--- src/sv/pgfs_pkg.sv ---
// ----------------------------------------------------------------------------
// pgfs_pkg: shared types and constants for the PCM gain/fade block
// Sequencer state codes, register indexes, gain format and divider status.
// ----------------------------------------------------------------------------
package pgfs_pkg;

  // Gain register format: unsigned Q15, 32768 is unity
  localparam int unsigned GAIN_W      = 16;
  localparam int unsigned UNITY_SHIFT = 15;

  // Configuration port
  localparam int unsigned CFG_DATA_W  = 16;
  localparam int unsigned CFG_IDX_W   = 1;

  localparam logic [CFG_IDX_W-1:0] REG_GAIN_Q15    = 1'd0;
  localparam logic [CFG_IDX_W-1:0] REG_FADE_LENGTH = 1'd1;

  localparam logic [GAIN_W-1:0]     GAIN_RESET = 16'd32768;

  // Sequencer states, one-hot
  typedef enum logic [5:0] {
    S_IDLE  = 6'b000001,
    S_GAIN  = 6'b000010,
    S_SCALE = 6'b000100,
    S_DLOAD = 6'b001000,
    S_DWAIT = 6'b010000,
    S_FIN   = 6'b100000
  } seq_state_e;

  // Status of the serial divider towards the sequencer
  typedef struct packed {
    logic busy;
    logic done;
  } div_stat_t;

endpackage

--- src/sv/pgfs_div.sv ---
// ----------------------------------------------------------------------------
// pgfs_div: serial restoring divider
// One quotient bit per cycle. The caller guarantees the quotient fits in
// QUOT_W bits, so the division starts from the top DIVS_W dividend bits.
// ----------------------------------------------------------------------------
module pgfs_div #(
  parameter int unsigned QUOT_W = 16,
  parameter int unsigned DIVS_W = 16
) (
  input  logic                     clk_i,
  input  logic                     rst_ni,
  input  logic                     start_i,
  input  logic [QUOT_W+DIVS_W-1:0] dividend_i,
  input  logic [DIVS_W-1:0]        divisor_i,   // held stable while busy
  output logic [QUOT_W-1:0]        quotient_o,
  output pgfs_pkg::div_stat_t      stat_o
);
  import pgfs_pkg::*;

  localparam int unsigned CNT_W = $clog2(QUOT_W + 1);

  logic [DIVS_W-1:0] rem_q, rem_d;
  logic [QUOT_W-1:0] bits_q, bits_d;
  logic [CNT_W-1:0]  cnt_q, cnt_d;
  logic              done_q, done_d;
  logic [DIVS_W:0]   trial;
  logic              fits;

  // Shift in the next dividend bit and try the subtraction
  assign trial = {rem_q, bits_q[QUOT_W-1]};
  assign fits  = trial >= {1'b0, divisor_i};

  always_comb begin
    rem_d  = rem_q;
    bits_d = bits_q;
    cnt_d  = cnt_q;
    done_d = 1'b0;
    if (start_i) begin
      rem_d  = dividend_i[QUOT_W+DIVS_W-1:QUOT_W];
      bits_d = dividend_i[QUOT_W-1:0];
      cnt_d  = CNT_W'(QUOT_W);
    end else if (cnt_q != '0) begin
      rem_d  = fits ? DIVS_W'(trial - {1'b0, divisor_i}) : trial[DIVS_W-1:0];
      bits_d = {bits_q[QUOT_W-2:0], fits};
      cnt_d  = cnt_q - CNT_W'(1);
      done_d = (cnt_q == CNT_W'(1));
    end
  end

  always_ff @(posedge clk_i or negedge rst_ni) begin
    if (!rst_ni) begin
      cnt_q  <= '0;
      done_q <= 1'b0;
    end else begin
      cnt_q  <= cnt_d;
      done_q <= done_d;
    end
  end

  always_ff @(posedge clk_i) begin
    rem_q  <= rem_d;
    bits_q <= bits_d;
  end

  assign quotient_o  = bits_q;
  assign stat_o.busy = (cnt_q != '0);
  assign stat_o.done = done_q;

endmodule

--- src/sv/pcm_gain_fade_saturate.sv ---
// ----------------------------------------------------------------------------
// pcm_gain_fade_saturate: Q15 gain with linear fade-out and saturation
// Scales each sample by the gain register, applies a running fade-out
// (sample * remaining / total) and saturates to the sample width.
// ----------------------------------------------------------------------------
//
// Channel   Direction  Handshake                      Payload
// s_axis    in         s_axis_tvalid / s_axis_tready  tdata: pcm_in, tuser: start_fade,
//                                                     tlast: frame_last
// m_axis    out        m_axis_tvalid / m_axis_tready  tdata: pcm_out, tlast: out_frame_last
// cfg       in         cfg_valid_i / cfg_ready_o      cfg_index_i, cfg_data_i
//
// Without fade a sample passes S_GAIN, S_SCALE and S_FIN before it reaches the
// output register; with fade it passes S_GAIN, S_SCALE, S_DLOAD, S_DWAIT and
// S_FIN, where S_DWAIT waits for the serial divider (one quotient bit a cycle).
// One multiplier serves both multiplies. The input is ready only in idle; a
// result waits in the output register, so the next sample can enter first.
// Reset restores unity gain, zero fade length and clears both counters.
//
module pcm_gain_fade_saturate #(
  parameter int unsigned SAMPLE_WIDTH = 16,
  parameter int unsigned FADE_WIDTH   = 16
) (
  input  logic                                     clk_i,
  input  logic                                     rst_ni,
  // tdata: pcm_in [SAMPLE_WIDTH-1:0], zero pad above
  input  logic                                     s_axis_tvalid,
  output logic                                     s_axis_tready,
  input  logic [((SAMPLE_WIDTH+7)/8)*8-1:0]        s_axis_tdata,
  // tuser: start_fade [0]
  input  logic                                     s_axis_tuser,
  input  logic                                     s_axis_tlast,
  // tdata: pcm_out [SAMPLE_WIDTH-1:0], zero pad above
  output logic                                     m_axis_tvalid,
  input  logic                                     m_axis_tready,
  output logic [((SAMPLE_WIDTH+7)/8)*8-1:0]        m_axis_tdata,
  output logic                                     m_axis_tlast,
  input  logic                                     cfg_valid_i,
  output logic                                     cfg_ready_o,
  input  logic [pgfs_pkg::CFG_IDX_W-1:0]           cfg_index_i,
  input  logic [pgfs_pkg::CFG_DATA_W-1:0]          cfg_data_i
);
  import pgfs_pkg::*;

  localparam int unsigned TDATA_W = ((SAMPLE_WIDTH + 7) / 8) * 8;
  localparam int unsigned MB_W    = (FADE_WIDTH > GAIN_W) ? FADE_WIDTH : GAIN_W;
  localparam int unsigned PROD_W  = SAMPLE_WIDTH + MB_W;

  localparam logic [SAMPLE_WIDTH-1:0] LIM_NEG = SAMPLE_WIDTH'(1) << (SAMPLE_WIDTH - 1);
  localparam logic [SAMPLE_WIDTH-1:0] LIM_POS = LIM_NEG - SAMPLE_WIDTH'(1);

  seq_state_e              state_q, state_d;
  logic [GAIN_W-1:0]       gain_q;
  logic [CFG_DATA_W-1:0]   fade_len_q;
  logic [FADE_WIDTH-1:0]   total_q, total_d;
  logic [FADE_WIDTH-1:0]   left_q, left_d;
  logic                    neg_q;
  logic                    last_q;
  logic [SAMPLE_WIDTH-1:0] mag_q;
  logic [PROD_W-1:0]       prod_q, prod_d;
  logic [SAMPLE_WIDTH-1:0] res_q, res_d;
  logic                    out_valid_q;
  logic [SAMPLE_WIDTH-1:0] out_data_q;
  logic                    out_last_q;

  logic [SAMPLE_WIDTH-1:0] in_sample;
  logic                    in_accept;
  logic                    out_free;
  logic [MB_W-1:0]         mul_b;
  logic [PROD_W-1:0]       mul_res;
  logic [SAMPLE_WIDTH-1:0] gained;
  logic                    fading;
  logic                    div_start;
  logic [SAMPLE_WIDTH-1:0] quot;
  div_stat_t               div_stat;
  logic [SAMPLE_WIDTH-1:0] sat_val;

  assign in_sample     = s_axis_tdata[SAMPLE_WIDTH-1:0];
  assign s_axis_tready = (state_q == S_IDLE);
  assign in_accept     = s_axis_tvalid && s_axis_tready;
  assign out_free      = !out_valid_q || m_axis_tready;
  assign cfg_ready_o   = 1'b1;

  // Configuration registers
  always_ff @(posedge clk_i or negedge rst_ni) begin
    if (!rst_ni) begin
      gain_q     <= GAIN_RESET;
      fade_len_q <= '0;
    end else if (cfg_valid_i) begin
      case (cfg_index_i)
        REG_GAIN_Q15:    gain_q     <= cfg_data_i;
        REG_FADE_LENGTH: fade_len_q <= cfg_data_i;
        default: ;
      endcase
    end
  end

  // Shared multiplier: gain in the first pass, fade remaining in the second
  assign mul_b   = (state_q == S_GAIN) ? MB_W'(gain_q) : MB_W'(left_q);
  assign mul_res = PROD_W'((state_q == S_GAIN) ? mag_q : gained) * PROD_W'(mul_b);
  assign gained  = prod_q[UNITY_SHIFT +: SAMPLE_WIDTH];
  assign fading  = (left_q != '0) && (total_q != '0);

  pgfs_div #(
    .QUOT_W (SAMPLE_WIDTH),
    .DIVS_W (FADE_WIDTH)
  ) u_div (
    .clk_i      (clk_i),
    .rst_ni     (rst_ni),
    .start_i    (div_start),
    .dividend_i (prod_q[SAMPLE_WIDTH+FADE_WIDTH-1:0]),
    .divisor_i  (total_q),
    .quotient_o (quot),
    .stat_o     (div_stat)
  );

  assign div_start = (state_q == S_DLOAD);

  // Saturate the magnitude with its sign
  always_comb begin
    if (neg_q) begin
      sat_val = (res_q > LIM_NEG) ? LIM_NEG : res_q;
      sat_val = SAMPLE_WIDTH'(~sat_val + SAMPLE_WIDTH'(1));
    end else begin
      sat_val = (res_q > LIM_POS) ? LIM_POS : res_q;
    end
  end

  // Sequencer
  always_comb begin
    state_d = state_q;
    total_d = total_q;
    left_d  = left_q;
    prod_d  = prod_q;
    res_d   = res_q;
    case (state_q)
      S_IDLE: begin
        if (in_accept) begin
          state_d = S_GAIN;
          if (s_axis_tuser) begin
            total_d = FADE_WIDTH'(fade_len_q);
            left_d  = FADE_WIDTH'(fade_len_q);
          end
        end
      end
      S_GAIN: begin
        prod_d  = mul_res;
        state_d = S_SCALE;
      end
      S_SCALE: begin
        if (fading) begin
          prod_d  = mul_res;
          state_d = S_DLOAD;
        end else begin
          // zero once the fade has run out
          res_d   = (total_q != '0) ? '0 : gained;
          state_d = S_FIN;
        end
      end
      S_DLOAD: begin
        state_d = S_DWAIT;
      end
      S_DWAIT: begin
        if (div_stat.done) begin
          res_d   = quot;
          left_d  = left_q - FADE_WIDTH'(1);
          state_d = S_FIN;
        end
      end
      S_FIN: begin
        if (out_free) begin
          if (last_q && (left_q == '0)) begin
            total_d = '0;
          end
          state_d = S_IDLE;
        end
      end
      default: begin
        state_d = S_IDLE;
      end
    endcase
  end

  always_ff @(posedge clk_i or negedge rst_ni) begin
    if (!rst_ni) begin
      state_q     <= S_IDLE;
      total_q     <= '0;
      left_q      <= '0;
      out_valid_q <= 1'b0;
    end else begin
      state_q <= state_d;
      total_q <= total_d;
      left_q  <= left_d;
      if (state_q == S_FIN && out_free) begin
        out_valid_q <= 1'b1;
      end else if (m_axis_tready) begin
        out_valid_q <= 1'b0;
      end
    end
  end

  always_ff @(posedge clk_i) begin
    prod_q <= prod_d;
    res_q  <= res_d;
    if (in_accept) begin
      neg_q  <= in_sample[SAMPLE_WIDTH-1];
      mag_q  <= in_sample[SAMPLE_WIDTH-1] ? SAMPLE_WIDTH'(~in_sample + SAMPLE_WIDTH'(1))
                                         : in_sample;
      last_q <= s_axis_tlast;
    end
    if (state_q == S_FIN && out_free) begin
      out_data_q <= sat_val;
      out_last_q <= last_q;
    end
  end

  assign m_axis_tvalid = out_valid_q;
  assign m_axis_tdata  = TDATA_W'(out_data_q);
  assign m_axis_tlast  = out_last_q;

  // The remaining count never runs ahead of the total
  a_left_le_total: assert property (@(posedge clk_i) disable iff (!rst_ni)
    left_q <= total_q)
    else $error("fade remaining exceeds fade total");

  // Divider completes only while the sequencer waits for it
  a_div_done_state: assert property (@(posedge clk_i) disable iff (!rst_ni)
    div_stat.done |-> (state_q == S_DWAIT))
    else $error("divider finished outside its wait state");

  // An accepted transaction starts the gain multiply next
  a_accept_to_gain: assert property (@(posedge clk_i) disable iff (!rst_ni)
    in_accept |=> (state_q == S_GAIN))
    else $error("accepted sample did not enter gain stage");

  // The divider is never launched while already busy
  a_div_idle_start: assert property (@(posedge clk_i) disable iff (!rst_ni)
    div_start |-> !div_stat.busy)
    else $error("divider restarted while busy");

endmodule
--- config.mk ---
export PLATFORM = sky130hd
export DESIGN_NAME = pcm_gain_fade_saturate
export DESIGN_NICKNAME = d
export VERILOG_FILES = /design/src/sv/pgfs_pkg.sv /design/src/sv/pgfs_div.sv /design/src/sv/pcm_gain_fade_saturate.sv
export SDC_FILE = /design/constraint.sdc
export NUM_CORES = 1
export LEC_CHECK = 0
export ABC_AREA = 1
export ABC_CLOCK_PERIOD_IN_PS = 19200
export BUFFER_PORTS_ARGS = -buffer_cell sky130_fd_sc_hd__buf_2
export CAP_MARGIN = 10
export CELL_PAD_IN_SITES_DETAIL_PLACEMENT = 0
export CELL_PAD_IN_SITES_GLOBAL_PLACEMENT = 2
export CORE_MARGIN = 2
export CORE_UTILIZATION = 43
export DETAILED_ROUTE_END_ITERATION = 16
export GPL_TIMING_DRIVEN = 0
export PLACE_DENSITY = 0.88
export SYNTH_ARGS = -nofsm -noshare
export SYNTH_HDL_FRONTEND = slang
export SYNTH_HIERARCHICAL = 1
export SYNTH_SLANG_ARGS = --single-unit
--- constraint.sdc ---
create_clock -name clk_i -period 19.2 [get_ports clk_i]
set_input_delay 3.84 -clock clk_i [delete_from_list [all_inputs] [get_ports clk_i]]
set_output_delay 3.84 -clock clk_i [all_outputs]
set_load 0.005 [all_outputs]
==> key figures <==
Die
  • Die Ht: 214.9 µm
  • Rows: 77
  • Initial Util: 43.44%
  • Die width: 214.9 µm
  • Die Area: 46,180 µm²
  • Ports: 60
  • Core ar.: 44,030 µm²

Clock tree
  • Clock latency on the worst-skew pair: 0.45 ns
  • Clock buffer depth: 2
  • # hold bufs at CTS: 0
  • H-Tree Depth: 4
  • Postcts setup bufs: 0
  • Clock Pin Slew Worst Setup and Hold Paths: 0.07 ns
  • CTS Sinks: 192
  • CTS buffer count: 17
  • CTS tree: done
  • # resized after CTS: 0
  • Root buffer cell: clkbuf_16

Worst hold path
  • HP Class: register to register

STA
  • Final hold vios: 0
  • Clk_skew: 0.01568 ns
  • Fin crit period: 7.464 ns
  • Worst rel slew slack: 37.33%
  • Period utilisation layout: 38.88%
  • RSZ-0062 raised after global routing: false
  • FMAX: 134.0 MHz
  • Setup tns final: 0 ns
  • Final slew viol count: 0
  • Final setup violation count: 0
  • Least-Margin Pin Slew: 0.9314 ns

Route
  • WL final: 55,340 µm
  • Wire length per cell: 18.35 µm
  • Remaining antenna violation count: 0
  • Via count: 15,320
  • Drt pass-1 iters: 7
  • DRC Markers: 0
  • Vias per cell: 5.080
  • First-iteration detailed-routing DRC count: 1,073

Worst setup path
  • Critical-path maximum fanout: 10
  • Worst EP arrival: 7.68 ns
  • CP endpoint kind: register
  • Critical path's largest stage delay: 0.56 ns
  • Worst setup SP type: register
  • Worst-path cell chain: nor2_2, nand4_1, buf_4, buf_4, o21ai_2, buf_2, nand2_1, fa_1, fa_1, inv_1, fa_1, fa_1, fa_1, inv_1, fa_1, inv_1, ha_1, a21oi_1, o21ai_0, a21oi_1, nand3_1, a21oi_1, xor2_1
  • Critical path's most frequent cell: fa_1
  • Setup CP Type: register to register
  • Req. time, crit path: 19.41 ns
  • Worst path slowest cell: fa_1

GRT
  • First-pass GRT wire length: 88,310 µm
  • Gr usage total: 24.93%
  • Initial antenna violation count: 0
  • Vias in the first global route: 15,750
  • Total grt overflow: 0
  • Largest net degree at the start of global routing: 49

Place
  • Final HPWL DP: 46,060 µm
  • Placed Instances: 2,984
  • Port buffer count: 58
  • Final RePlAce weighted congestion: 0.9338

Synthesis
  • Register area share after synthesis: 28.15%
  • Syn. warnings: 6
  • Syn Nets: 2,692
  • Synth cell types: 60
  • Mapped Area: 19,120 µm²
  • #FFs+latches synth: 192
  • Mapped Cells: 2,331
  • Syn avg cell area: 8.204 µm²

Final layout
  • ANT cells: 0
  • Ratio of cells with drive above 1 in the final layout: 9.612%
  • Non-Filler Instances: 3,016
  • Fill cell count: 4,466
  • Layout net count: 2,772
  • Area growth syn-to-layout: 8.728%

Run status
  • Status: finished, final reports clean

Flow run
  • Max Cap Violations: 0
==> path summary, 6_finish.rpt <==
check	slack, ns	end	depth (start not counted)	start
min in group asynchronous	3.31	fade_len_q[1]$_DFFE_PN0P_	1	rst_ni
setup / recovery	11.74	prod_q[30]$_DFFE_PP_	23	state_q[5]$_DFFE_PN0P_
hold / removal	0.49	gain_q[9]$_DFFE_PN0P_	2	gain_q[9]$_DFFE_PN0P_
hold reg to reg	0.49	gain_q[9]$_DFFE_PN0P_	2	gain_q[9]$_DFFE_PN0P_
setup reg to reg	11.74	prod_q[30]$_DFFE_PP_	23	state_q[5]$_DFFE_PN0P_
max in group asynchronous	15.21	state_q[0]$_DFFE_PN1P_	2	rst_ni
==> metrics by stage <==
stage | hold WS [ns] | worst slack [ns] | utilization, % | area, µm²
after CTS | 0.4915 | 11.67 | 47.23 | 20790
after global routing | 0.5312 | 11.41 | 47.23 | 20790
final | 0.4872 | 11.74 | 47.23 | 20790
after floorplan | 0.4264 | 13.09 | - | 19120
after detailed placement | 0.4742 | 11.70 | 45.93 | 20220
after global placement | 0.4747 | 11.71 | 45.78 | 20160
==> cell families (layout without fill, tap and decap cells) <==
| group | count (synthesis) | in the layout | synth area share, % |
|---|---|---|---|
| simple gates | 998 | 998 | 22.20 |
| buf+inv | 526 | 619 | 10.96 |
| fa+ha+maj | 321 | 321 | 28.66 |
| compound gates | 240 | 240 | 7.589 |
| flops | 192 | 192 | 28.15 |
| xor+xnor | 53 | 53 | 2.427 |
| other cells | 1 | 1 | 0.01961 |
==> state kept, by name (all words and copies together) (netlist names), 5 cells and up <==
| register | count |
|---|---|
| prod_q | 32 |
| fade_len_q | 16 |
| gain_q | 16 |
| left_q | 16 |
| m_axis_tdata | 16 |
| mag_q | 16 |
| res_q | 16 |
| total_q | 16 |
| u_div/quotient_o | 16 |
| u_div/rem_q | 16 |
| state_q | 6 |
| u_div/cnt_q | 5 |
==> critical path: cells and delay by family, from the launching register on <==
| kind | cells | cell delay [ns] |
|---|---|---|
| AO/OA/AOI/OAI | 5 | 1.19 |
| XOR/XNOR | 1 | 0.37 |
| adder cells (fa/ha/maj) | 7 | 3.56 |
| buffers and inverters | 6 | 0.98 |
| flip-flops | 1 | 0.43 |
| AND/OR/NAND/NOR | 4 | 0.72 |
==> routing by layer <==
metal  vias to the layer above  GRT usage [%]  wire length (µm)
met1                      7506          33.87             25310
met3                        51          3.171              2466
met4                         0          5.949              1037
met5                         -              0                 0
met2                       351          42.42             26530
li1                       7413              -                 -
==> cells in the mapped netlist, drive strengths merged <==
master,n,area [µm²]
dfrtp,75,1877
a21boi,2,15.02
a311oi,1,8.760
or2,6,37.53
nor3,24,152.6
nor2,250,978.4
ha,126,1577
nand3b,16,132.6
clkbuf,20,75.07
a211oi,1,7.510
nand3,99,550.5
o22ai,2,12.51
edfxtp,115,3453
o21ai,141,840.8
o211ai,4,30.03
a21oi,59,302.8
a2bb2oi,1,8.760
a22oi,2,15.01
dfstp,2,52.55
and2,1,6.260
inv,456,1712
nor3b,1,12.51
fa,195,3904
o41ai,2,25.03
clkinv,3,11.26
a22o,1,8.760
o31ai,2,15.01
o21bai,3,22.52
o22a,1,8.760
a21o,7,52.55
conb,1,3.750
o311ai,1,8.760
a31oi,10,68.81
nand4,21,131.4
nand2,574,2207
xor2,43,376.6
nor4,6,37.54
xnor2,10,87.58
buf,47,297.8
==> layout make-up <==
| cell class | count | area, µm² | share of cell area (%) |
|---|---|---|---|
| repair buffers | 61 | 347.8 | 1.673 |
| multi-input cells | 1613 | 11660 | 56.06 |
| flip-flops and latches | 192 | 5383 | 25.89 |
| clock buffers | 19 | 442.9 | 2.130 |
| plain buffers | 67 | 372.9 | 1.793 |
| inverters | 459 | 1723 | 8.286 |
| well taps | 592 | 740.7 | 3.562 |
| clock inverters | 13 | 127.6 | 0.6138 |
==> cells in the final DEF, fill, tap and decap left out, types with 5 or more instances in the layout <==
cell	synthesis	final
o21ai_4	5	5
nor2_1	240	238
inv_2	17	17
nand3b_1	15	15
buf_4	6	8
fa_1	195	195
a21oi_1	57	57
nand2_1	557	557
dfrtp_1	75	75
nor2_2	7	8
a21o_1	7	7
o21ai_1	25	25
nor3_1	20	20
inv_1	439	439
nand3_2	11	11
xor2_1	43	43
o21ai_0	90	90
clkbuf_1	20	21
nor4_1	6	6
o21ai_2	21	21
xnor2_1	10	10
nand2_2	15	15
edfxtp_1	115	115
inv_6	0	6
nand3_1	88	88
ha_1	126	126
a31oi_1	9	9
clkbuf_16	0	17
buf_2	30	87
nand4_1	21	21
buf_6	6	6
Power is not shown: default switching activity piles up to over one toggle a cycle in this logic, so the estimate is an artifact.
